==> src/rtl/rtef_pkg.sv <==
`timescale 1ns / 1ps
// ----------------------------------------------------------------------------
// rtef_pkg: shared definitions for the raw terminal echo FIFO
// Byte and fill widths, field codes, echo character constants and the
// encoded echo descriptor passed from the caret encoder to the top level.
// ----------------------------------------------------------------------------
package rtef_pkg;

   // Field widths
   localparam int BYTE_W = 8;
   localparam int FILL_W = 9;

   // Default FIFO depth (entries)
   localparam int FIFO_DEPTH_DEF = 256;

   // Request mode codes
   localparam logic MODE_WRITE = 1'b0;
   localparam logic MODE_READ  = 1'b1;

   // Response kind codes
   localparam logic KIND_ECHO = 1'b0;
   localparam logic KIND_READ = 1'b1;

   // Echo characters
   localparam logic [BYTE_W-1:0] CARET_CHAR   = 8'h5E;
   localparam logic [BYTE_W-1:0] CARET_OFFSET = 8'h40;
   localparam logic [BYTE_W-1:0] CH_LF        = 8'h0A;
   localparam logic [BYTE_W-1:0] CH_CR        = 8'h0D;
   localparam logic [BYTE_W-1:0] CH_BS        = 8'h08;
   localparam logic [BYTE_W-1:0] PRINT_LO     = 8'h20;
   localparam logic [BYTE_W-1:0] PRINT_HI     = 8'h7E;
   localparam logic [BYTE_W-1:0] HIGH_LO      = 8'h80;
   localparam logic [BYTE_W-1:0] HIGH_HI      = 8'hFF;

   // Echo descriptor for one written byte
   typedef struct packed {
      logic              caret;   // two-beat caret pair
      logic [BYTE_W-1:0] first;   // first echo beat
      logic [BYTE_W-1:0] second;  // second echo beat (caret pair only)
   } echo_enc_type;

endpackage

==> src/rtl/rtef_chan_if.sv <==
`timescale 1ns / 1ps
// ----------------------------------------------------------------------------
// rtef channel interfaces
// Valid/ready channels for requests, responses and the control register.
// ----------------------------------------------------------------------------
interface rtef_req_if;
   import rtef_pkg::*;

   logic              valid;
   logic              ready;
   logic              mode;
   logic [BYTE_W-1:0] data_byte;
   logic              final_byte;

   modport source (output valid, mode, data_byte, final_byte, input ready);
   modport sink   (input valid, mode, data_byte, final_byte, output ready);
endinterface

interface rtef_rsp_if;
   import rtef_pkg::*;

   logic              valid;
   logic              ready;
   logic              kind;
   logic [BYTE_W-1:0] out_byte;
   logic              read_valid;
   logic              last;
   logic [FILL_W-1:0] fill_level;

   modport source (output valid, kind, out_byte, read_valid, last, fill_level,
                   input ready);
   modport sink   (input valid, kind, out_byte, read_valid, last, fill_level,
                   output ready);
endinterface

interface rtef_csr_if;
   logic valid;
   logic ready;
   logic echo_enable;

   modport source (output valid, echo_enable, input ready);
   modport sink   (input valid, echo_enable, output ready);
endinterface

==> src/rtl/rtef_caret.sv <==
`timescale 1ns / 1ps
// ----------------------------------------------------------------------------
// rtef_caret: echo encoder
// Classifies a written byte and builds its echo beats: the byte itself for
// printable, high, LF, CR and BS bytes, otherwise '^' then byte + 0x40.
// ----------------------------------------------------------------------------
module rtef_caret (
   input  logic [rtef_pkg::BYTE_W-1:0] data_byte,
   output rtef_pkg::echo_enc_type      enc
);
   import rtef_pkg::*;

   logic plain;

   // Classify the byte
   always_comb begin
      case (data_byte) inside
         [PRINT_LO:PRINT_HI], [HIGH_LO:HIGH_HI], CH_LF, CH_CR, CH_BS: plain = 1'b1;
         default: plain = 1'b0;
      endcase
   end

   // Build echo beats
   always_comb begin
      enc.caret  = ~plain;
      enc.first  = plain ? data_byte : CARET_CHAR;
      enc.second = data_byte + CARET_OFFSET;
   end

endmodule

==> src/rtl/raw_terminal_echo_fifo.sv <==
`timescale 1ns / 1ps
// ----------------------------------------------------------------------------
// raw_terminal_echo_fifo: raw-mode terminal byte FIFO with console echo
// Write beats push a byte into a circular FIFO (dropped when full) and, with
// echo on, return the echo character or a '^' caret pair. Read beats pop the
// oldest byte or report empty.
//
//   channel   dir  handshake      payload
//   req_bus   in   valid/ready    mode, data_byte, final_byte
//   rsp_bus   out  valid/ready    kind, out_byte, read_valid, last, fill_level
//   csr_bus   in   valid/ready    echo_enable (ready always high)
//
// Cycles: one request beat per cycle while the output register can take it;
// FIFO state updates at the accept edge and the response appears from the
// output register in the next cycle. A caret pair holds the output register
// for two response beats, so the request after it waits for the second beat.
// Stalls: a request is taken while the output register is empty or its last
// beat is leaving. Writes with echo off produce no response.
// Reset: pointers and count clear, echo turns on; storage is not cleared.
// ----------------------------------------------------------------------------
module raw_terminal_echo_fifo #(
   parameter int FIFO_DEPTH = rtef_pkg::FIFO_DEPTH_DEF
) (
   input logic      clock,
   input logic      reset,
   rtef_req_if.sink   req_bus,
   rtef_rsp_if.source rsp_bus,
   rtef_csr_if.sink   csr_bus
);
   import rtef_pkg::*;

   localparam int AW = (FIFO_DEPTH > 1) ? $clog2(FIFO_DEPTH) : 1;
   localparam int CW = $clog2(FIFO_DEPTH + 1);

   // FIFO state
   logic [BYTE_W-1:0] mem [FIFO_DEPTH];
   logic [BYTE_W-1:0] rd_q_ff;
   logic [AW-1:0]     wr_ptr_ff, wr_ptr_in;
   logic [AW-1:0]     rd_ptr_ff, rd_ptr_in;
   logic [CW-1:0]     count_ff, count_in;
   logic              echo_ff, echo_in;

   // Output register
   logic              s1_valid_ff, s1_valid_in;
   logic              pair_ff, pair_in;
   logic              kind_ff, kind_in;
   logic [BYTE_W-1:0] byte_ff, byte_in;
   logic [BYTE_W-1:0] second_ff, second_in;
   logic              rvalid_ff, rvalid_in;
   logic              from_mem_ff, from_mem_in;
   logic [FILL_W-1:0] fill_ff, fill_in;

   logic         req_fire, rsp_fire, rsp_done;
   logic         is_wr, push, pop, emit;
   echo_enc_type enc;

   rtef_caret u_caret (
      .data_byte (req_bus.data_byte),
      .enc       (enc)
   );

   // Handshakes
   assign csr_bus.ready = 1'b1;
   assign rsp_fire      = rsp_bus.valid & rsp_bus.ready;
   assign rsp_done      = rsp_fire & ~pair_ff;
   assign req_bus.ready = ~s1_valid_ff | rsp_done;
   assign req_fire      = req_bus.valid & req_bus.ready;

   // Decode the accepted beat
   assign is_wr = (req_bus.mode == MODE_WRITE);
   assign push  = req_fire & is_wr & (count_ff != CW'(FIFO_DEPTH));
   assign pop   = req_fire & ~is_wr & (count_ff != '0);
   assign emit  = req_fire & (~is_wr | echo_ff);

   // Advance pointers and count
   always_comb begin
      wr_ptr_in = wr_ptr_ff;
      rd_ptr_in = rd_ptr_ff;
      count_in  = count_ff;
      if (push) begin
         wr_ptr_in = (wr_ptr_ff == AW'(FIFO_DEPTH - 1)) ? '0 : wr_ptr_ff + 1'b1;
         count_in  = count_ff + 1'b1;
      end
      if (pop) begin
         rd_ptr_in = (rd_ptr_ff == AW'(FIFO_DEPTH - 1)) ? '0 : rd_ptr_ff + 1'b1;
         count_in  = count_ff - 1'b1;
      end
   end

   // Latch the echo enable
   assign echo_in = (csr_bus.valid & csr_bus.ready) ? csr_bus.echo_enable : echo_ff;

   // Load or advance the output register
   always_comb begin
      s1_valid_in = s1_valid_ff;
      pair_in     = pair_ff;
      kind_in     = kind_ff;
      byte_in     = byte_ff;
      second_in   = second_ff;
      rvalid_in   = rvalid_ff;
      from_mem_in = from_mem_ff;
      fill_in     = fill_ff;
      if (emit) begin
         s1_valid_in = 1'b1;
         fill_in     = FILL_W'(count_in);
         second_in   = enc.second;
         if (is_wr) begin
            kind_in     = KIND_ECHO;
            pair_in     = enc.caret;
            byte_in     = enc.first;
            rvalid_in   = 1'b0;
            from_mem_in = 1'b0;
         end else begin
            kind_in     = KIND_READ;
            pair_in     = 1'b0;
            byte_in     = '0;
            rvalid_in   = pop;
            from_mem_in = pop;
         end
      end else if (rsp_fire && pair_ff) begin
         pair_in = 1'b0;
         byte_in = second_ff;
      end else if (rsp_done) begin
         s1_valid_in = 1'b0;
      end
   end

   // Control registers
   always_ff @(posedge clock) begin
      if (reset) begin
         wr_ptr_ff   <= '0;
         rd_ptr_ff   <= '0;
         count_ff    <= '0;
         echo_ff     <= 1'b1;
         s1_valid_ff <= 1'b0;
         pair_ff     <= 1'b0;
      end else begin
         wr_ptr_ff   <= wr_ptr_in;
         rd_ptr_ff   <= rd_ptr_in;
         count_ff    <= count_in;
         echo_ff     <= echo_in;
         s1_valid_ff <= s1_valid_in;
         pair_ff     <= pair_in;
      end
   end

   // Payload registers
   always_ff @(posedge clock) begin
      kind_ff     <= kind_in;
      byte_ff     <= byte_in;
      second_ff   <= second_in;
      rvalid_ff   <= rvalid_in;
      from_mem_ff <= from_mem_in;
      fill_ff     <= fill_in;
   end

   // Byte storage: write on push, registered read on pop
   always_ff @(posedge clock) begin
      if (push) begin
         mem[wr_ptr_ff] <= req_bus.data_byte;
      end
      if (pop) begin
         rd_q_ff <= mem[rd_ptr_ff];
      end
   end

   // Drive the response beat
   assign rsp_bus.valid      = s1_valid_ff;
   assign rsp_bus.kind       = kind_ff;
   assign rsp_bus.out_byte   = from_mem_ff ? rd_q_ff : byte_ff;
   assign rsp_bus.read_valid = rvalid_ff;
   assign rsp_bus.last       = ~pair_ff;
   assign rsp_bus.fill_level = fill_ff;

endmodule

==> src/flat_wrapper.sv <==
// flat-port wrapper written by rule: the top's interface ports become plain ports
module raw_terminal_echo_fifo_flat import rtef_pkg::*;
#(
   parameter int FIFO_DEPTH = rtef_pkg::FIFO_DEPTH_DEF
)
  (clock, reset, req_bus_valid, req_bus_mode, req_bus_data_byte, req_bus_final_byte, req_bus_ready, rsp_bus_valid, rsp_bus_kind, rsp_bus_out_byte, rsp_bus_read_valid, rsp_bus_last, rsp_bus_fill_level, rsp_bus_ready, csr_bus_valid, csr_bus_echo_enable, csr_bus_ready);
  rtef_req_if req_bus_i ();
  rtef_rsp_if rsp_bus_i ();
  rtef_csr_if csr_bus_i ();
  input logic clock;
  input logic reset;
  input wire logic [$bits(req_bus_i.valid)-1:0] req_bus_valid;
  input wire logic [$bits(req_bus_i.mode)-1:0] req_bus_mode;
  input wire logic [$bits(req_bus_i.data_byte)-1:0] req_bus_data_byte;
  input wire logic [$bits(req_bus_i.final_byte)-1:0] req_bus_final_byte;
  output wire logic [$bits(req_bus_i.ready)-1:0] req_bus_ready;
  output wire logic [$bits(rsp_bus_i.valid)-1:0] rsp_bus_valid;
  output wire logic [$bits(rsp_bus_i.kind)-1:0] rsp_bus_kind;
  output wire logic [$bits(rsp_bus_i.out_byte)-1:0] rsp_bus_out_byte;
  output wire logic [$bits(rsp_bus_i.read_valid)-1:0] rsp_bus_read_valid;
  output wire logic [$bits(rsp_bus_i.last)-1:0] rsp_bus_last;
  output wire logic [$bits(rsp_bus_i.fill_level)-1:0] rsp_bus_fill_level;
  input wire logic [$bits(rsp_bus_i.ready)-1:0] rsp_bus_ready;
  input wire logic [$bits(csr_bus_i.valid)-1:0] csr_bus_valid;
  input wire logic [$bits(csr_bus_i.echo_enable)-1:0] csr_bus_echo_enable;
  output wire logic [$bits(csr_bus_i.ready)-1:0] csr_bus_ready;
  assign req_bus_i.valid = req_bus_valid;
  assign req_bus_i.mode = req_bus_mode;
  assign req_bus_i.data_byte = req_bus_data_byte;
  assign req_bus_i.final_byte = req_bus_final_byte;
  assign req_bus_ready = req_bus_i.ready;
  assign rsp_bus_valid = rsp_bus_i.valid;
  assign rsp_bus_kind = rsp_bus_i.kind;
  assign rsp_bus_out_byte = rsp_bus_i.out_byte;
  assign rsp_bus_read_valid = rsp_bus_i.read_valid;
  assign rsp_bus_last = rsp_bus_i.last;
  assign rsp_bus_fill_level = rsp_bus_i.fill_level;
  assign rsp_bus_i.ready = rsp_bus_ready;
  assign csr_bus_i.valid = csr_bus_valid;
  assign csr_bus_i.echo_enable = csr_bus_echo_enable;
  assign csr_bus_ready = csr_bus_i.ready;
  raw_terminal_echo_fifo #(.FIFO_DEPTH(FIFO_DEPTH)) u_core (.clock(clock), .reset(reset), .req_bus(req_bus_i), .rsp_bus(rsp_bus_i), .csr_bus(csr_bus_i));
endmodule
==> config.mk <==
export PLATFORM = sky130hd
export DESIGN_NAME = raw_terminal_echo_fifo_flat
export DESIGN_NICKNAME = d
export VERILOG_FILES = /design/src/rtl/rtef_pkg.sv /design/src/rtl/rtef_chan_if.sv /design/src/rtl/rtef_caret.sv /design/src/rtl/raw_terminal_echo_fifo.sv /design/src/flat_wrapper.sv
export SDC_FILE = /design/constraint.sdc
export NUM_CORES = 2
export LEC_CHECK = 0
export ABC_AREA = 1
export BUFFER_PORTS_ARGS = -buffer_cell sky130_fd_sc_hd__buf_2
export CAP_MARGIN = 20
export CELL_PAD_IN_SITES_DETAIL_PLACEMENT = 0
export CELL_PAD_IN_SITES_GLOBAL_PLACEMENT = 2
export CORE_MARGIN = 2
export CORE_UTILIZATION = 45
export CTS_BUF_LIST = sky130_fd_sc_hd__clkbuf_4
export DETAILED_ROUTE_END_ITERATION = 7
export PLACE_DENSITY = 0.92
export SYNTH_ARGS = -nofsm -noshare
export SYNTH_HDL_FRONTEND = slang
export SYNTH_SLANG_ARGS = --single-unit
==> constraint.sdc <==
create_clock -name clock -period 3.1 [get_ports clock]
set_input_delay 0.62 -clock clock [delete_from_list [all_inputs] [get_ports clock]]
set_output_delay 0.62 -clock clock [all_outputs]
set_load 0.05 [all_outputs]
==> flow_summary.yaml <==
finish:
  flow.area_growth_from_synthesis_pct: 14.5
  final_core_util_pct: 52.0
  final_net_count: 8880
  final_cell_count_no_fill: 11818
  mostFrequentLayoutCells: "nand2_1 (2,268), edfxtp_1 (2,083), nor2_1 (1,229), clkbuf_4 (800), nand3_1 (710)"
  n_fill_cell: 17306
  ff_latch_area_mm2: 0.0631
  multi_input_logic_area_mm2: 0.0212
  layout_commonest_cell: "nand2_1"
  drive_above_1_share_pct: 15.2
synth:
  post_synth_edffs: 2083
  synth.cell_area_mm2: 0.0887
  synth-adder-area-share_pct: 0.127
  dominant_combinational_cell_family_by_area_after_synthesis: "simple AND/OR/NAND/NOR gates"
  synth_top_flop_cell: "edfxtp_1"
  netlist_instances: 8217
  netlist-cell-type-count: 41
  ys_top_cells_by_area: "edfxtp_1 (71%), nand2_1 (9.6%), nor2_1 (5.2%)"
  synth.mux.area_fraction_pct: 0.102
  netlist.top_cell.by_area: "edfxtp_1"
  yosys.area_share.simple_pct: 19.2
  top_area_cell_type_share_of_the_netlist_area_pct: 70.5
  synth_seq_cells: 2111
  synth_async_sr_flop_share_pct: 0
  synthesis_warning_total: 0
  postSynthAreaPerCell_um2: 10.8
  synth_compound_gate_area_share_pct: 4.28
  ys_seq_area_share_pct: 71.2
  synth_xor_area_share_pct: 0.0889
  synth_nets: 8242
flow_run:
  drv.max_cap_violation_count: 0
clocking:
  htree_num_levels: 6
  clk_pin_slew_worst_paths_ns: 0.07
  cts_buffer_count: 562
  clock_insertion_delay_worst_skew_ns: 1.38
  tritoncts_num_sinks: 2111
  clock_tree.root_cell: "clkbuf_4"
  cts.path.max_buffers: 4
  tritoncts: "done"
route:
  drt_pass1_iterations: 6
  drc_violation_count_after_routing: 0
  via_per_inst: 5.21
  num_vias: 61526
  routed_wl_um: 244000
  route.detailed.wl_per_inst_um: 20.6
  dr.first_iter.drc_count: 6050
  ant_nets: 0
global_routing:
  gr_util_met2_pct: 38.6
  grt_start_max_net_pins: 163
  grt_pass1_vias: 60084
  met1_usage_pct: 32.5
  antenna_found_initial: 8
  globalRouteOverflowTotal: 0
  grt_util_met3_pct: 4.50
  grt.busiest_layer: "met2"
  grt_util_all_layers_pct: 24.2
  grt_pass1_wl_um: 363000
pwr:
  p_per_area_mw_per_mm2: 624
  seq_power_share_pct: 49.9
  fraction_of_power_spent_switching_nets_pct: 27.3
  pwr-share-comb_pct: 13.8
  p_leak_uw: 0.0395
  internal_power_uw: 46100
  netSwitchingPower_uw: 17300
  vdd_ir_drop_max_v: 0.000435
  power.clock.fraction_pct: 36.3
sta:
  timing.setup.tns_ns: 0
  drv_slew: 0
  maxClockFrequency_mhz: 334
  final.min_clock_period_ns: 2.99
  whs_ns: 0.195
  count_of_endpoints_failing_hold_in_the_final_timing_report: 0
  max_slew_margin_pct: 27.8
  min_period_over_period_pct: 96.6
  timing_worst_slew_pin_value_ns: 1.08
  final-setup-viol-count: 0
  clock_skew_ns: 0.0932
min_path:
  timing.hold.worst.class: "input port to register"
worst_setup_path:
  timing.critical_path.from: "u_core.rd_q_ff[5]$_DFFE_PP_"
  timing.critical_path.from_type: "register"
  critical-path-max-stage-delay_ns: 0.52
  critical_path.reg2reg.endpoint: "u_core.mem[89][7]$_DFFE_PP_"
  timing.critical_path.to_type: "output pin"
  critical_path_class: "register to output pin"
  r2r_cells: 11
  reg2reg_setup_slack_ns: 0.22
  worstPathArrival_ns: 2.37
  worst_ep_required_time_ns: 2.48
  timing.rr.start: "u_core.count_ff[0]$_SDFF_PP0_"
  critical_path.endpoint: "rsp_bus_out_byte[5]"
  critPathMaxFanout: 1
  critical-path-slowest-cell: "edfxtp_1"
  ordered_list_of_cells_on_the_worst_path: "mux2_2 > buf_6"
die:
  ios: 39
  initial_utilization_pct: 45.4
  die_width_um: 448
  die_y_um: 448
  floorplan.rows: 162
  design.core.area_mm2: 0.195
  floorplan.die_area_mm2: 0.201
placement:
  numPlacedInstances: 10895
  port_buffers: 36
  routabilityCongestion: 0.887
  place.detailed.hpwl_um: 143000
outcome:
  run_status: "finished, final reports clean"
## worst min path at each step
stage / start / cells past startpoint / end / slack, ns
after detailed placement: u_core.echo_ff$_SDFFE_PP1P_ / 2 / u_core.echo_ff$_SDFFE_PP1P_ / 0.48
after CTS: req_bus_data_byte[0] / 2 / u_core.mem[14][0]$_DFFE_PP_ / 0.08
after global placement: u_core.pair_ff$_SDFFE_PP0P_ / 2 / u_core.pair_ff$_SDFFE_PP0P_ / 0.47
final: req_bus_data_byte[0] / 2 / u_core.mem[15][0]$_DFFE_PP_ / 0.20
after global routing: req_bus_data_byte[0] / 2 / u_core.mem[14][0]$_DFFE_PP_ / 0.1
after floorplan: u_core.echo_ff$_SDFFE_PP1P_ / 2 / u_core.echo_ff$_SDFFE_PP1P_ / 0.45
## through the flow
step / total power, uW / instance area [um2] / setup slack (ns)
4_1_cts: 64000 / 102000 / -0.0199
5_1_grt: 66300 / 102000 / -0.0158
2_1_floorplan: 37600 / 88700 / 0.0849
3_5_place_dp: 40900 / 94800 / 0.0633
6_report: 63300 / 102000 / 0.105
3_3_place_gp: 40800 / 94800 / 0.0516
## repair_timing
item	4_1_cts	5_1_grt
endpoints found under the setup margin	8	0
hold buffers	19	0
gates resized for setup	18	0
buffers inserted	1	0
hold endpoints to repair	1363	0
## sequential cells by signal (all words and copies together), names as in the netlist
register / flops
u_core.rsp_bus.fill_level: 9
u_core.echo_ff: 1
u_core.rd_q_ff: 8
u_core.count_ff: 9
u_core.pair_ff: 1
u_core.rsp_bus.kind: 1
u_core.wr_ptr_ff: 8
u_core.rsp_bus.valid: 1
u_core.second_ff: 8
u_core.rd_ptr_ff: 8
u_core.rsp_bus.read_valid: 1
u_core.byte_ff: 8
u_core.mem: 2048
## critical path, delay by kind of cell, from the launching register on
kind	cells	cell delay, ns
DFF	1	0.52
muxes	1	0.34
buffers and inverters	1	0.16
## power groups by stage
stage / logic (uW) / clock network, uW / registers [uW]
CTS: 8810 / 23600 / 31600
global placement: 8620 / 0 / 32200
finish: 8760 / 23000 / 31600
detailed placement: 8720 / 0 / 32200
global route: 9730 / 25000 / 31600
floorplan: 5350 / 0 / 32200
## kinds of logic after synthesis
family / count (synthesis)
flops: 2111
mux: 8
simple gates: 4264
compound gates: 717
buf+inv: 1098
xor+xnor: 9
other cells: 1
fa+ha+maj: 9
## final cells by class
type                            instances  area share (%)
Clock inverter                         95           0.466
Multi-Input combinational cell       5008            20.9
Antenna cell                            8          0.0197
Sequential cell                      2111            62.2
Clock buffer                          800            5.92
Inverter                              628            2.34
Tap cell                             2624            3.23
Timing Repair Buffer                  544            4.98
## synth_stat cells (9+ instances only)
library cell and count:
a21oi_1 95, buf_1 56, buf_2 167, buf_4 10, buf_6 10, clkbuf_1 227, dfxtp_1 28, edfxtp_1 2083
ha_1 9, inv_1 621, nand2_1 2269, nand3_1 716, nand4_1 11, nor2_1 1231, nor3_1 11, o211ai_1 65
o21ai_0 535, or2_2 14
## routing by layer
metal	wire length, um	vias up
li1	-	29122
met1	102000	29541
met2	114000	2389
met3	18500	474
met4	8960	0
met5	0	-
(Power assumes the default switching activity.)
